**config.mk**
```make
export PLATFORM = sky130hd
export DESIGN_NAME = touch_lamp_color_controller_unit
export DESIGN_NICKNAME = d
export VERILOG_FILES = /design/src/hdl/tlcc_pkg.sv /design/src/hdl/tlcc_ram.sv /design/src/hdl/tlcc_out_fifo.sv /design/src/hdl/touch_lamp_color_controller_unit.sv
export SDC_FILE = /design/constraint.sdc
export NUM_CORES = 1
export LEC_CHECK = 0
export CORE_AREA = 2 2 414 416
export CTS_BUF_LIST = sky130_fd_sc_hd__clkbuf_8
export DETAILED_ROUTE_END_ITERATION = 8
export DIE_AREA = 0 0 416 418
export DONT_BUFFER_PORTS = 1
export GPL_TIMING_DRIVEN = 0
export SYNTH_ARGS = -nofsm -noshare
export SYNTH_HDL_FRONTEND = slang
export SYNTH_SLANG_ARGS = --single-unit
```
**constraint.sdc**
```tcl
create_clock -name clk -period 13.4 [get_ports clk]
set_input_delay 2.68 -clock clk [delete_from_list [all_inputs] [get_ports clk]]
set_output_delay 2.68 -clock clk [all_outputs]
set_load 0.01 [all_outputs]
```
**src/hdl/tlcc_pkg.sv**
```systemverilog
`timescale 1ns / 1ps
// ----------------------------------------------------------------------------
// tlcc_pkg: shared types and constants for the touch lamp color controller
// Item and result payload structs, touch machine codes, register map and
// the sizing of the result queue.
// ----------------------------------------------------------------------------
package tlcc_pkg;

	// default color table depth
	localparam int TABLE_DEPTH_DEFAULT = 16;

	// item kinds
	localparam logic REQ_TICK  = 1'b0;
	localparam logic REQ_WRITE = 1'b1;

	// register map, word index into the APB space
	localparam int          ADDR_W        = 5;
	localparam logic [2:0] REG_FADE_STEP = 3'd0;
	localparam logic [2:0] REG_POLL      = 3'd1;
	localparam logic [2:0] REG_IGNORE    = 3'd2;
	localparam logic [2:0] REG_HOLD      = 3'd3;
	localparam logic [2:0] REG_SHUTDOWN  = 3'd4;
	localparam logic [2:0] REG_COUNT     = 3'd5;

	// register reset values
	localparam logic [15:0] FADE_STEP_RST = 16'd10;
	localparam logic [15:0] POLL_RST      = 16'd50;
	localparam logic [15:0] IGNORE_RST    = 16'd1000;
	localparam logic [15:0] HOLD_RST      = 16'd200;
	localparam logic [31:0] SHUTDOWN_RST  = 32'd0;
	localparam logic [4:0]  COUNT_RST     = 5'd16;

	// uv stepping
	localparam logic [7:0]  UV_STEP  = 8'h0F;
	localparam logic [7:0]  UV_TOP   = 8'hF0;
	localparam logic [7:0]  UV_FLOOR = 8'h0F;
	localparam logic [31:0] UV_START = 32'h0000_000F;

	// result queue
	localparam int OQ_DEPTH = 3;
	localparam int OQ_PW    = $clog2(OQ_DEPTH);
	localparam int OQ_CW    = $clog2(OQ_DEPTH + 1);

	// touch machine states, one-hot
	typedef enum logic [4:0] {
		ST_IDLE = 5'b00001,
		ST_UP   = 5'b00010,
		ST_DOWN = 5'b00100,
		ST_UV   = 5'b01000,
		ST_BOTH = 5'b10000
	} touch_state_t;

	typedef struct packed {
		logic        req_type;
		logic        touch_up;
		logic        touch_down;
		logic        touch_uv;
		logic [3:0]  entry_index;
		logic [23:0] entry_rgb;
	} item_t;

	typedef struct packed {
		logic [7:0] red_level;
		logic [7:0] green_level;
		logic [7:0] blue_level;
		logic [7:0] uv_level;
	} result_t;

endpackage

```
**src/hdl/tlcc_ram.sv**
```systemverilog
`timescale 1ns / 1ps
// ----------------------------------------------------------------------------
// tlcc_ram: generic single-port-write, single-port-read RAM
// One write and one registered read per cycle.
// ----------------------------------------------------------------------------
module tlcc_ram #(
	parameter int WIDTH = 24,
	parameter int DEPTH = 16
) (
	input  logic                     clk,
	input  logic                     we,
	input  logic [$clog2(DEPTH)-1:0] waddr,
	input  logic [WIDTH-1:0]         wdata,
	input  logic                     re,
	input  logic [$clog2(DEPTH)-1:0] raddr,
	output logic [WIDTH-1:0]         rdata
);

	logic [WIDTH-1:0] mem [DEPTH];

	always_ff @(posedge clk) begin
		if (we) begin
			mem[waddr] <= wdata;
		end
		if (re) begin
			rdata <= mem[raddr];
		end
	end

endmodule

```
**src/hdl/tlcc_out_fifo.sv**
```systemverilog
`timescale 1ns / 1ps
// ----------------------------------------------------------------------------
// tlcc_out_fifo: small result queue
// Absorbs results while the consumer stalls; occupancy feeds the input credit.
// ----------------------------------------------------------------------------
module tlcc_out_fifo (
	input  logic                       clk,
	input  logic                       arst_n,
	input  logic                       push,
	input  tlcc_pkg::result_t          push_data,
	output logic                       valid,
	input  logic                       stall,
	output tlcc_pkg::result_t          data,
	output logic [tlcc_pkg::OQ_CW-1:0] count
);

	localparam logic [tlcc_pkg::OQ_PW-1:0] LAST_PTR = tlcc_pkg::OQ_PW'(tlcc_pkg::OQ_DEPTH - 1);
	localparam logic [tlcc_pkg::OQ_CW-1:0] FULL_CNT = tlcc_pkg::OQ_CW'(tlcc_pkg::OQ_DEPTH);

	tlcc_pkg::result_t             entry_q [tlcc_pkg::OQ_DEPTH];
	logic [tlcc_pkg::OQ_PW-1:0]    wr_ptr_q;
	logic [tlcc_pkg::OQ_PW-1:0]    rd_ptr_q;
	logic [tlcc_pkg::OQ_CW-1:0]    count_q;
	logic                          pop;

	assign valid = (count_q != '0);
	assign pop   = valid && !stall;
	assign data  = entry_q[rd_ptr_q];
	assign count = count_q;

	always_ff @(posedge clk or negedge arst_n) begin
		if (!arst_n) begin
			wr_ptr_q <= '0;
			rd_ptr_q <= '0;
			count_q  <= '0;
		end else begin
			if (push) begin
				wr_ptr_q <= (wr_ptr_q == LAST_PTR) ? '0 : wr_ptr_q + 1'b1;
			end
			if (pop) begin
				rd_ptr_q <= (rd_ptr_q == LAST_PTR) ? '0 : rd_ptr_q + 1'b1;
			end
			if (push && !pop) begin
				count_q <= count_q + 1'b1;
			end else if (pop && !push) begin
				count_q <= count_q - 1'b1;
			end
		end
	end

	always_ff @(posedge clk) begin
		if (push) begin
			entry_q[wr_ptr_q] <= push_data;
		end
	end

	a_no_overflow: assert property (@(posedge clk) disable iff (!arst_n)
		(count_q == FULL_CNT) |-> (!push || pop))
		else $error("result queue overflow");

endmodule

```
**src/hdl/touch_lamp_color_controller_unit.sv**
```systemverilog
`timescale 1ns / 1ps
// ----------------------------------------------------------------------------
// touch_lamp_color_controller_unit: touch lamp color controller
// Polls a five-state touch machine, steps through a color table in RAM or
// steps UV brightness, and fades four channels toward their target.
// ----------------------------------------------------------------------------
//
// Channel   Ports                               Transfer when
// --------  ----------------------------------  ------------------------------
// item      item_valid, item_stall, item        item_valid && !item_stall
// result    result_valid, result_stall, result  result_valid && !result_stall
// config    psel penable pwrite paddr pwdata    psel && penable && pwrite
//           prdata pready (always high)
//
// Cycles: one item per cycle sustained while item_stall stays low. Stage 1
// works in the cycle the item transfers (counters, touch machine, table RAM
// read at the transfer edge); stage 2 takes the next cycle (target select
// from RAM data, fade) and pushes the result into the queue at the end of
// that cycle, so the result is registered in the queue before it transfers.
// Reset: arst_n clears all control state; the color table holds no valid
// bits and needs no clearing pass, so items are taken right after reset.
// Stalls: the three-entry result queue absorbs results; item_stall rises
// when queued plus in-flight results reach the queue depth.
// ----------------------------------------------------------------------------
module touch_lamp_color_controller_unit #(
	parameter int TABLE_DEPTH = tlcc_pkg::TABLE_DEPTH_DEFAULT
) (
	input  logic                          clk,
	input  logic                          arst_n,
	// item channel
	input  logic                          item_valid,
	output logic                          item_stall,
	input  tlcc_pkg::item_t               item,
	// result channel
	output logic                          result_valid,
	input  logic                          result_stall,
	output tlcc_pkg::result_t             result,
	// configuration port
	input  logic                          psel,
	input  logic                          penable,
	input  logic                          pwrite,
	input  logic [tlcc_pkg::ADDR_W-1:0]   paddr,
	input  logic [31:0]                   pwdata,
	output logic [31:0]                   prdata,
	output logic                          pready
);

	localparam int           AW      = $clog2(TABLE_DEPTH);
	localparam logic [AW-1:0] POS_TOP = AW'(TABLE_DEPTH - 1);

	// saturating tick counter
	function automatic logic [15:0] sat_inc(input logic [15:0] v);
		return (v == 16'hFFFF) ? v : v + 16'd1;
	endfunction

	// move each byte lane one step toward its target
	function automatic logic [31:0] fade_step(input logic [31:0] cur, input logic [31:0] tgt);
		logic [31:0] res;
		logic [7:0]  c;
		logic [7:0]  t;
		res = '0;
		for (int i = 0; i < 4; i++) begin
			c = cur[8*i +: 8];
			t = tgt[8*i +: 8];
			if (t < c) begin
				c = c - 8'd1;
			end else if (t > c) begin
				c = c + 8'd1;
			end
			res[8*i +: 8] = c;
		end
		return res;
	endfunction

	// ------------------------------------------------------------------
	// configuration registers
	// ------------------------------------------------------------------
	logic [15:0] fade_period_q;
	logic [15:0] poll_period_q;
	logic [15:0] ignore_period_q;
	logic [15:0] hold_period_q;
	logic [31:0] shutdown_color_q;
	logic [4:0]  color_count_q;
	logic        cfg_we;

	assign pready = 1'b1;
	assign cfg_we = psel && penable && pwrite;

	always_ff @(posedge clk or negedge arst_n) begin
		if (!arst_n) begin
			fade_period_q    <= tlcc_pkg::FADE_STEP_RST;
			poll_period_q    <= tlcc_pkg::POLL_RST;
			ignore_period_q  <= tlcc_pkg::IGNORE_RST;
			hold_period_q    <= tlcc_pkg::HOLD_RST;
			shutdown_color_q <= tlcc_pkg::SHUTDOWN_RST;
			color_count_q    <= tlcc_pkg::COUNT_RST;
		end else if (cfg_we) begin
			case (paddr[4:2])
				tlcc_pkg::REG_FADE_STEP: fade_period_q    <= pwdata[15:0];
				tlcc_pkg::REG_POLL:      poll_period_q    <= pwdata[15:0];
				tlcc_pkg::REG_IGNORE:    ignore_period_q  <= pwdata[15:0];
				tlcc_pkg::REG_HOLD:      hold_period_q    <= pwdata[15:0];
				tlcc_pkg::REG_SHUTDOWN:  shutdown_color_q <= pwdata;
				tlcc_pkg::REG_COUNT:     color_count_q    <= pwdata[4:0];
				default: ;
			endcase
		end
	end

	always_comb begin
		case (paddr[4:2])
			tlcc_pkg::REG_FADE_STEP: prdata = {16'd0, fade_period_q};
			tlcc_pkg::REG_POLL:      prdata = {16'd0, poll_period_q};
			tlcc_pkg::REG_IGNORE:    prdata = {16'd0, ignore_period_q};
			tlcc_pkg::REG_HOLD:      prdata = {16'd0, hold_period_q};
			tlcc_pkg::REG_SHUTDOWN:  prdata = shutdown_color_q;
			tlcc_pkg::REG_COUNT:     prdata = {27'd0, color_count_q};
			default:                 prdata = 32'd0;
		endcase
	end

	// ------------------------------------------------------------------
	// state registers (stage 1 owns these)
	// ------------------------------------------------------------------
	tlcc_pkg::touch_state_t state_q;
	logic [15:0]            poll_q;
	logic [15:0]            hold_q;
	logic [15:0]            fade_q;
	logic                   long_q;
	logic [AW-1:0]          pos_q;
	logic                   uv_q;
	logic                   shut_q;
	logic [31:0]            saved_q;
	logic [31:0]            pre_q;
	// stage 2 owns these
	logic [31:0]            target_q;
	logic [31:0]            shown_q;

	// stage 1 -> stage 2
	logic                   v_s1;
	logic [31:0]            tgt_s1;
	logic                   load_s1;
	logic                   fade_s1;

	// table RAM
	logic                   ram_we;
	logic [AW-1:0]          ram_waddr;
	logic                   ram_re;
	logic [23:0]            ram_rdata;

	// result queue
	logic [tlcc_pkg::OQ_CW-1:0] oq_count;
	tlcc_pkg::result_t          push_data;

	logic                   acc;
	logic                   tick;
	logic [31:0]            tgt_fin;
	logic [31:0]            target_cur;
	logic [31:0]            shown_nxt;
	logic [AW-1:0]          pos_max;

	// next-state of stage 1
	tlcc_pkg::touch_state_t n_state;
	logic [15:0]            n_poll;
	logic [15:0]            n_hold;
	logic [15:0]            n_fade;
	logic                   n_long;
	logic [AW-1:0]          n_pos;
	logic                   n_uv;
	logic                   n_shut;
	logic [31:0]            n_saved;
	logic [31:0]            n_pre;
	logic [31:0]            n_tgt;
	logic                   n_load;
	logic                   n_fade_go;
	logic                   ev_up;
	logic                   ev_down;
	logic                   ev_uv;
	logic                   ev_both;
	logic                   hold_hit;
	logic [15:0]            period;

	// hold input while the queue, counting the result in flight, is full
	assign item_stall = ({1'b0, oq_count} + {{tlcc_pkg::OQ_CW{1'b0}}, v_s1})
		>= (tlcc_pkg::OQ_CW + 1)'(tlcc_pkg::OQ_DEPTH);
	assign acc  = item_valid && !item_stall;
	assign tick = acc && (item.req_type == tlcc_pkg::REQ_TICK);

	// stage 2 target: freshly read table color replaces the stage 1 value
	assign tgt_fin    = load_s1 ? {ram_rdata, 8'h00} : tgt_s1;
	// forward the in-flight target to the item now in stage 1
	assign target_cur = v_s1 ? tgt_fin : target_q;
	assign shown_nxt  = fade_s1 ? fade_step(shown_q, tgt_fin) : shown_q;

	// highest table position that up may reach
	always_comb begin
		if (color_count_q == 5'd0) begin
			pos_max = '0;
		end else if ({27'd0, color_count_q} > 32'(TABLE_DEPTH)) begin
			pos_max = POS_TOP;
		end else begin
			pos_max = AW'(color_count_q - 5'd1);
		end
	end

	// ------------------------------------------------------------------
	// stage 1: counters, touch machine, events
	// ------------------------------------------------------------------
	always_comb begin
		n_state   = state_q;
		n_poll    = poll_q;
		n_hold    = hold_q;
		n_fade    = fade_q;
		n_long    = long_q;
		n_pos     = pos_q;
		n_uv      = uv_q;
		n_shut    = shut_q;
		n_saved   = saved_q;
		n_pre     = pre_q;
		n_tgt     = target_cur;
		n_load    = 1'b0;
		n_fade_go = 1'b0;
		ev_up     = 1'b0;
		ev_down   = 1'b0;
		ev_uv     = 1'b0;
		ev_both   = 1'b0;
		period    = long_q ? ignore_period_q : poll_period_q;
		hold_hit  = 1'b0;

		if (tick) begin
			n_poll   = sat_inc(poll_q);
			n_hold   = sat_inc(hold_q);
			n_fade   = sat_inc(fade_q);
			hold_hit = (n_hold >= hold_period_q);

			if (n_poll >= period) begin
				n_poll = '0;
				n_long = 1'b0;
				case (state_q)
					tlcc_pkg::ST_UP: begin
						if (item.touch_down) begin
							n_state = tlcc_pkg::ST_BOTH;
						end
						if (!item.touch_up) begin
							n_state = tlcc_pkg::ST_IDLE;
						end
						if (hold_hit) begin
							n_hold = '0;
							ev_up  = 1'b1;
						end
					end
					tlcc_pkg::ST_DOWN: begin
						if (item.touch_up) begin
							n_state = tlcc_pkg::ST_BOTH;
						end
						if (!item.touch_down) begin
							n_state = tlcc_pkg::ST_IDLE;
						end
						if (hold_hit) begin
							n_hold  = '0;
							ev_down = 1'b1;
						end
					end
					tlcc_pkg::ST_UV: begin
						if (!item.touch_uv) begin
							n_state = tlcc_pkg::ST_IDLE;
						end
						if (hold_hit) begin
							n_hold = '0;
							ev_uv  = 1'b1;
						end
					end
					tlcc_pkg::ST_BOTH: begin
						if (!item.touch_up || !item.touch_down) begin
							n_state = tlcc_pkg::ST_IDLE;
						end else begin
							ev_both = 1'b1;
						end
					end
					default: begin
						// idle: last matching pad wins
						n_state = tlcc_pkg::ST_IDLE;
						if (item.touch_up) begin
							n_state = tlcc_pkg::ST_UP;
						end
						if (item.touch_down) begin
							n_state = tlcc_pkg::ST_DOWN;
						end
						if (item.touch_uv) begin
							n_state = tlcc_pkg::ST_UV;
						end
						if (n_state != tlcc_pkg::ST_IDLE) begin
							n_hold = '0;
						end
					end
				endcase
			end

			if (n_fade >= fade_period_q) begin
				n_fade    = '0;
				n_fade_go = 1'b1;
			end
		end

		// any single-pad hold event in shutdown just restores the old color
		if ((ev_up || ev_down || ev_uv) && shut_q) begin
			n_tgt  = pre_q;
			n_shut = 1'b0;
		end else if (ev_up) begin
			if (uv_q) begin
				if (target_cur[7:0] < tlcc_pkg::UV_TOP) begin
					n_tgt[7:0] = target_cur[7:0] + tlcc_pkg::UV_STEP;
				end
			end else if (pos_q < pos_max) begin
				n_pos  = pos_q + 1'b1;
				n_load = 1'b1;
			end
		end else if (ev_down) begin
			if (uv_q) begin
				if (target_cur[7:0] > tlcc_pkg::UV_FLOOR) begin
					n_tgt[7:0] = target_cur[7:0] - tlcc_pkg::UV_STEP;
				end
			end else if (pos_q != '0) begin
				n_pos  = pos_q - 1'b1;
				n_load = 1'b1;
			end
		end else if (ev_uv) begin
			if (!uv_q) begin
				n_uv    = 1'b1;
				n_saved = target_cur;
				n_tgt   = tlcc_pkg::UV_START;
			end else begin
				n_uv  = 1'b0;
				n_tgt = saved_q;
			end
		end else if (ev_both) begin
			if (!shut_q) begin
				n_pre = target_cur;
			end
			n_tgt  = shutdown_color_q;
			n_shut = 1'b1;
			n_long = 1'b1;
		end
	end

	// table access: write on table-write items, read the new position on a step
	assign ram_we    = acc && (item.req_type == tlcc_pkg::REQ_WRITE)
		&& ({28'd0, item.entry_index} < 32'(TABLE_DEPTH));
	assign ram_waddr = AW'(item.entry_index);
	assign ram_re    = n_load;

	tlcc_ram #(
		.WIDTH(24),
		.DEPTH(TABLE_DEPTH)
	) u_table (
		.clk  (clk),
		.we   (ram_we),
		.waddr(ram_waddr),
		.wdata(item.entry_rgb),
		.re   (ram_re),
		.raddr(n_pos),
		.rdata(ram_rdata)
	);

	always_ff @(posedge clk or negedge arst_n) begin
		if (!arst_n) begin
			state_q <= tlcc_pkg::ST_IDLE;
			poll_q  <= '0;
			hold_q  <= '0;
			fade_q  <= '0;
			long_q  <= 1'b0;
			pos_q   <= '0;
			uv_q    <= 1'b0;
			shut_q  <= 1'b0;
			saved_q <= '0;
			pre_q   <= '0;
			v_s1    <= 1'b0;
		end else begin
			v_s1 <= acc;
			if (tick) begin
				state_q <= n_state;
				poll_q  <= n_poll;
				hold_q  <= n_hold;
				fade_q  <= n_fade;
				long_q  <= n_long;
				pos_q   <= n_pos;
				uv_q    <= n_uv;
				shut_q  <= n_shut;
				saved_q <= n_saved;
				pre_q   <= n_pre;
			end
		end
	end

	always_ff @(posedge clk) begin
		if (acc) begin
			tgt_s1  <= n_tgt;
			load_s1 <= n_load;
			fade_s1 <= n_fade_go;
		end
	end

	// ------------------------------------------------------------------
	// stage 2: commit target, fade, queue the result
	// ------------------------------------------------------------------
	always_ff @(posedge clk or negedge arst_n) begin
		if (!arst_n) begin
			target_q <= '0;
			shown_q  <= '0;
		end else if (v_s1) begin
			target_q <= tgt_fin;
			shown_q  <= shown_nxt;
		end
	end

	assign push_data.red_level   = shown_nxt[31:24];
	assign push_data.green_level = shown_nxt[23:16];
	assign push_data.blue_level  = shown_nxt[15:8];
	assign push_data.uv_level    = shown_nxt[7:0];

	tlcc_out_fifo u_out_fifo (
		.clk      (clk),
		.arst_n   (arst_n),
		.push     (v_s1),
		.push_data(push_data),
		.valid    (result_valid),
		.stall    (result_stall),
		.data     (result),
		.count    (oq_count)
	);

	// ------------------------------------------------------------------
	// assertions
	// ------------------------------------------------------------------
	a_credit: assert property (@(posedge clk) disable iff (!arst_n)
		v_s1 |-> (oq_count < tlcc_pkg::OQ_CW'(tlcc_pkg::OQ_DEPTH)))
		else $error("result in flight without queue room");

	a_shutdown_entry: assert property (@(posedge clk) disable iff (!arst_n)
		$rose(shut_q) |-> $past(state_q == tlcc_pkg::ST_BOTH))
		else $error("shutdown entered outside the both-pads state");

	a_uv_toggle: assert property (@(posedge clk) disable iff (!arst_n)
		(uv_q != $past(uv_q)) |-> $past(state_q == tlcc_pkg::ST_UV))
		else $error("uv mode toggled outside the uv state");

	a_pos_read: assert property (@(posedge clk) disable iff (!arst_n)
		(pos_q != $past(pos_q)) |-> ($past(ram_re) && load_s1))
		else $error("table position moved without a table read");

endmodule
```
==> impl_metrics.json <==
{
  "fin_cells": 5739,
  "wl_um": 111000,
  "layout.nets": 3594,
  "root_buffer": "clkbuf_8",
  "top_usage_layer": "met2",
  "power.total_w": 0.00803,
  "postCtsSetupBuffers": 0,
  "drt_iter0_markers": 1999,
  "num_io_pins": 143,
  "rows": 151,
  "grt_pass1_vias": 26100,
  "ys_types": 84,
  "crit_arrival_ns": 5.13,
  "grtUsageTotal": 0.125,
  "timing.rr.start": "hold_q[8]$_DFFE_PN0P_",
  "status": "finished, final reports clean",
  "worst_pin_slew_ns": 1.26,
  "die_w_um": 416,
  "wl_per_cell_um": 19.3,
  "synth_seq_cells": 834,
  "fin_tns_setup_ns": 0,
  "grt_max_degree": 297,
  "firstDrtPassIters": 5,
  "worst_hold_path_type": "reg2reg",
  "antenna_found_initial": 3,
  "grt_use_met1": 0.149,
  "cts_made_buffers": 139,
  "synth_cells": 3247,
  "cts-resized-gates": 0,
  "timing.final.crit_share": 0.583,
  "drive_above_1_share": 0.140,
  "cp_max_fo": 10,
  "synthTopCellsByArea": "edfxtp_1 (42%), dfrtp_1 (18%), mux2_2 (5.1%), mux2i_1 (4.4%), nand2_1 (3.6%)",
  "die_h_um": 418,
  "insertion_delay_ns": 0.86,
  "p_leak_nw": 17.2,
  "syn_nets": 3426,
  "syn2layout_area_growth_pct": 15.5,
  "htreeDepth": 4,
  "numClockSinks": 834,
  "yosys_warnings": 0,
  "post-route-drc-count": 0,
  "slew_headroom": 0.159,
  "met3_usage": 0.0248,
  "layout_commonest_cell": "edfxtp_1",
  "gp_congestion": 0.902,
  "synth_top_area_cell": "edfxtp_1",
  "ir_drop_mv": 0.110,
  "cts_buffer_depth": 3,
  "start_util": 0.230,
  "fillers": 17400,
  "clk_pin_slew_ns": 0.06,
  "slew_violations": 0,
  "vias": 26100,
  "syn_area_per_cell_sq_um": 12.0,
  "cts_tree": "done",
  "max-cap-violations": 0,
  "layout_common_cells": "edfxtp_1 (538), nand2_1 (372), nor2_1 (355)",
  "skew_ns": 0.0505,
  "setup_viol_count_final": 0,
  "holdBufCountCts": 0,
  "place_inst": 5492,
  "cp-end-kind": "output port",
  "power_density_nw_per_um2": 179,
  "core_sq_um": 169000,
  "hold_viol_final": 0,
  "final_core_util": 0.265,
  "synth_area_sq_um": 38800,
  "yosysSeqAreaShare": 0.607,
  "use_met2": 0.215,
  "timing.hold.ws_ns": 0.469,
  "crit_type": "in2out",
  "crit_required_ns": 10.72,
  "gr-total-overflow": 0,
  "synthArstFlopShare": 0.355,
  "synth_edf_count": 538,
  "hpwl_um": 79400,
  "timing.fmax_mhz": 128,
  "synthFlopType": "edfxtp_1",
  "crit_start": "paddr[2]",
  "die_area_sq_um": 174000,
  "viasPerCell": 4.55,
  "port-buffer-count": 0,
  "period_needed_ns": 7.81,
  "rsz0062_at_grt": "no",
  "min-delay-start": "shown_q[31]$_DFFE_PN0P_",
  "ant_nets": 0,
  "grt_pass1_wl_um": 166000,
  "cp-start-kind": "input port",
  "synth.top_cell.area_share": 0.416
}
-- where the power goes --
| group | total (W) | internal, W | switching, W |
|---|---|---|---|
| clock network | 0.00228 | 0.00120 | 0.00108 |
| logic | 0.00225 | 0.000823 | 0.00143 |
| registers | 0.00350 | 0.00324 | 0.000257 |
-- cells in the mapped netlist, types with 12 or more instances --
| cell | n |
|---|---|
| inv_1 | 99 |
| o221ai_2 | 20 |
| nand3_1 | 92 |
| o22ai_1 | 13 |
| nand4_1 | 38 |
| dfstp_2 | 16 |
| mux2i_1 | 170 |
| a31oi_1 | 47 |
| o21ai_0 | 163 |
| mux2_2 | 175 |
| clkbuf_1 | 121 |
| a32o_1 | 25 |
| a22o_1 | 18 |
| xor2_1 | 17 |
| nand2b_1 | 23 |
| nand2_1 | 372 |
| a211oi_1 | 29 |
| and3_1 | 38 |
| a21oi_1 | 119 |
| a22oi_1 | 18 |
| ha_1 | 103 |
| nor2b_1 | 19 |
| nor2_1 | 367 |
| a21o_1 | 28 |
| nor3_1 | 21 |
| edfxtp_1 | 538 |
| buf_2 | 24 |
| xnor2_1 | 78 |
| buf_1 | 21 |
| nor4_1 | 12 |
| dfrtp_1 | 280 |
-- final cells by class --
class                      count  area (sq um)  share of cell area
antenna                        2          5.00            0.000112
buffer                       171           702              0.0156
clock buffer                 150          2060              0.0460
clock inverter                95           701              0.0156
inverter                     103           387             0.00862
multi-input combinational   2139         14300               0.318
sequential                   834         23600               0.526
tap                         2218          2780              0.0619
timing repair buffer          27           359             0.00800
-- sequential cells by signal, summed over array words and instances (netlist names), 5 cells and up --
register / flops
u_table.mem: 384
u_out_fifo.entry_q: 96
pre_q: 32
saved_q: 32
shown_q: 32
shutdown_color_q: 32
target_q: 32
tgt_s1: 32
u_table.rdata: 24
fade_period_q: 16
fade_q: 16
hold_period_q: 16
hold_q: 16
ignore_period_q: 16
poll_period_q: 16
poll_q: 16
color_count_q: 5
state_q: 5
-- cells by family after synthesis --
family          Yosys count  synth area share
buf+inv                 274            0.0280
mux                     348            0.0963
fa+ha+maj               104            0.0334
simple gates           1035             0.118
other cells               1         0.0000966
compound gates          556            0.0956
flops                   834             0.607
xor+xnor                 95            0.0214
-- metrics by stage --
stage	area (sq um)	setup slack, ns
after floorplan	38800	6.30
after global placement	41600	3.46
after detailed placement	42100	5.64
after CTS	44900	5.63
after global routing	44900	5.56
final	44900	5.59
-- critical path, cell delays in order --
cell,delay [ns]
clkbuf_1,0.26
nor2_1,0.76
clkbuf_1,0.96
nand3_1,0.20
o221ai_1,0.25
-- path summary, 6_finish.rpt --
path	end	slack (ns)	cells after the start
max	prdata[1]	5.59	5
min	shown_q[31]$_DFFE_PN0P_	0.47	1
max reg2reg	u_table.rdata[21]$_DFFE_PP_	5.92	26
min in group asynchronous	hold_q[13]$_DFFE_PN0P_	1.52	0
max in group asynchronous	shown_q[4]$_DFFE_PN0P_	10.99	0
min reg2reg	shown_q[31]$_DFFE_PN0P_	0.47	1
-- per-layer routing --
layer  share of wire  wire length, um
met5               0                0
met4           0.049             5410
met3           0.055             6080
met2            0.50            55000
met1            0.40            44400
(Power assumes the default switching activity.)
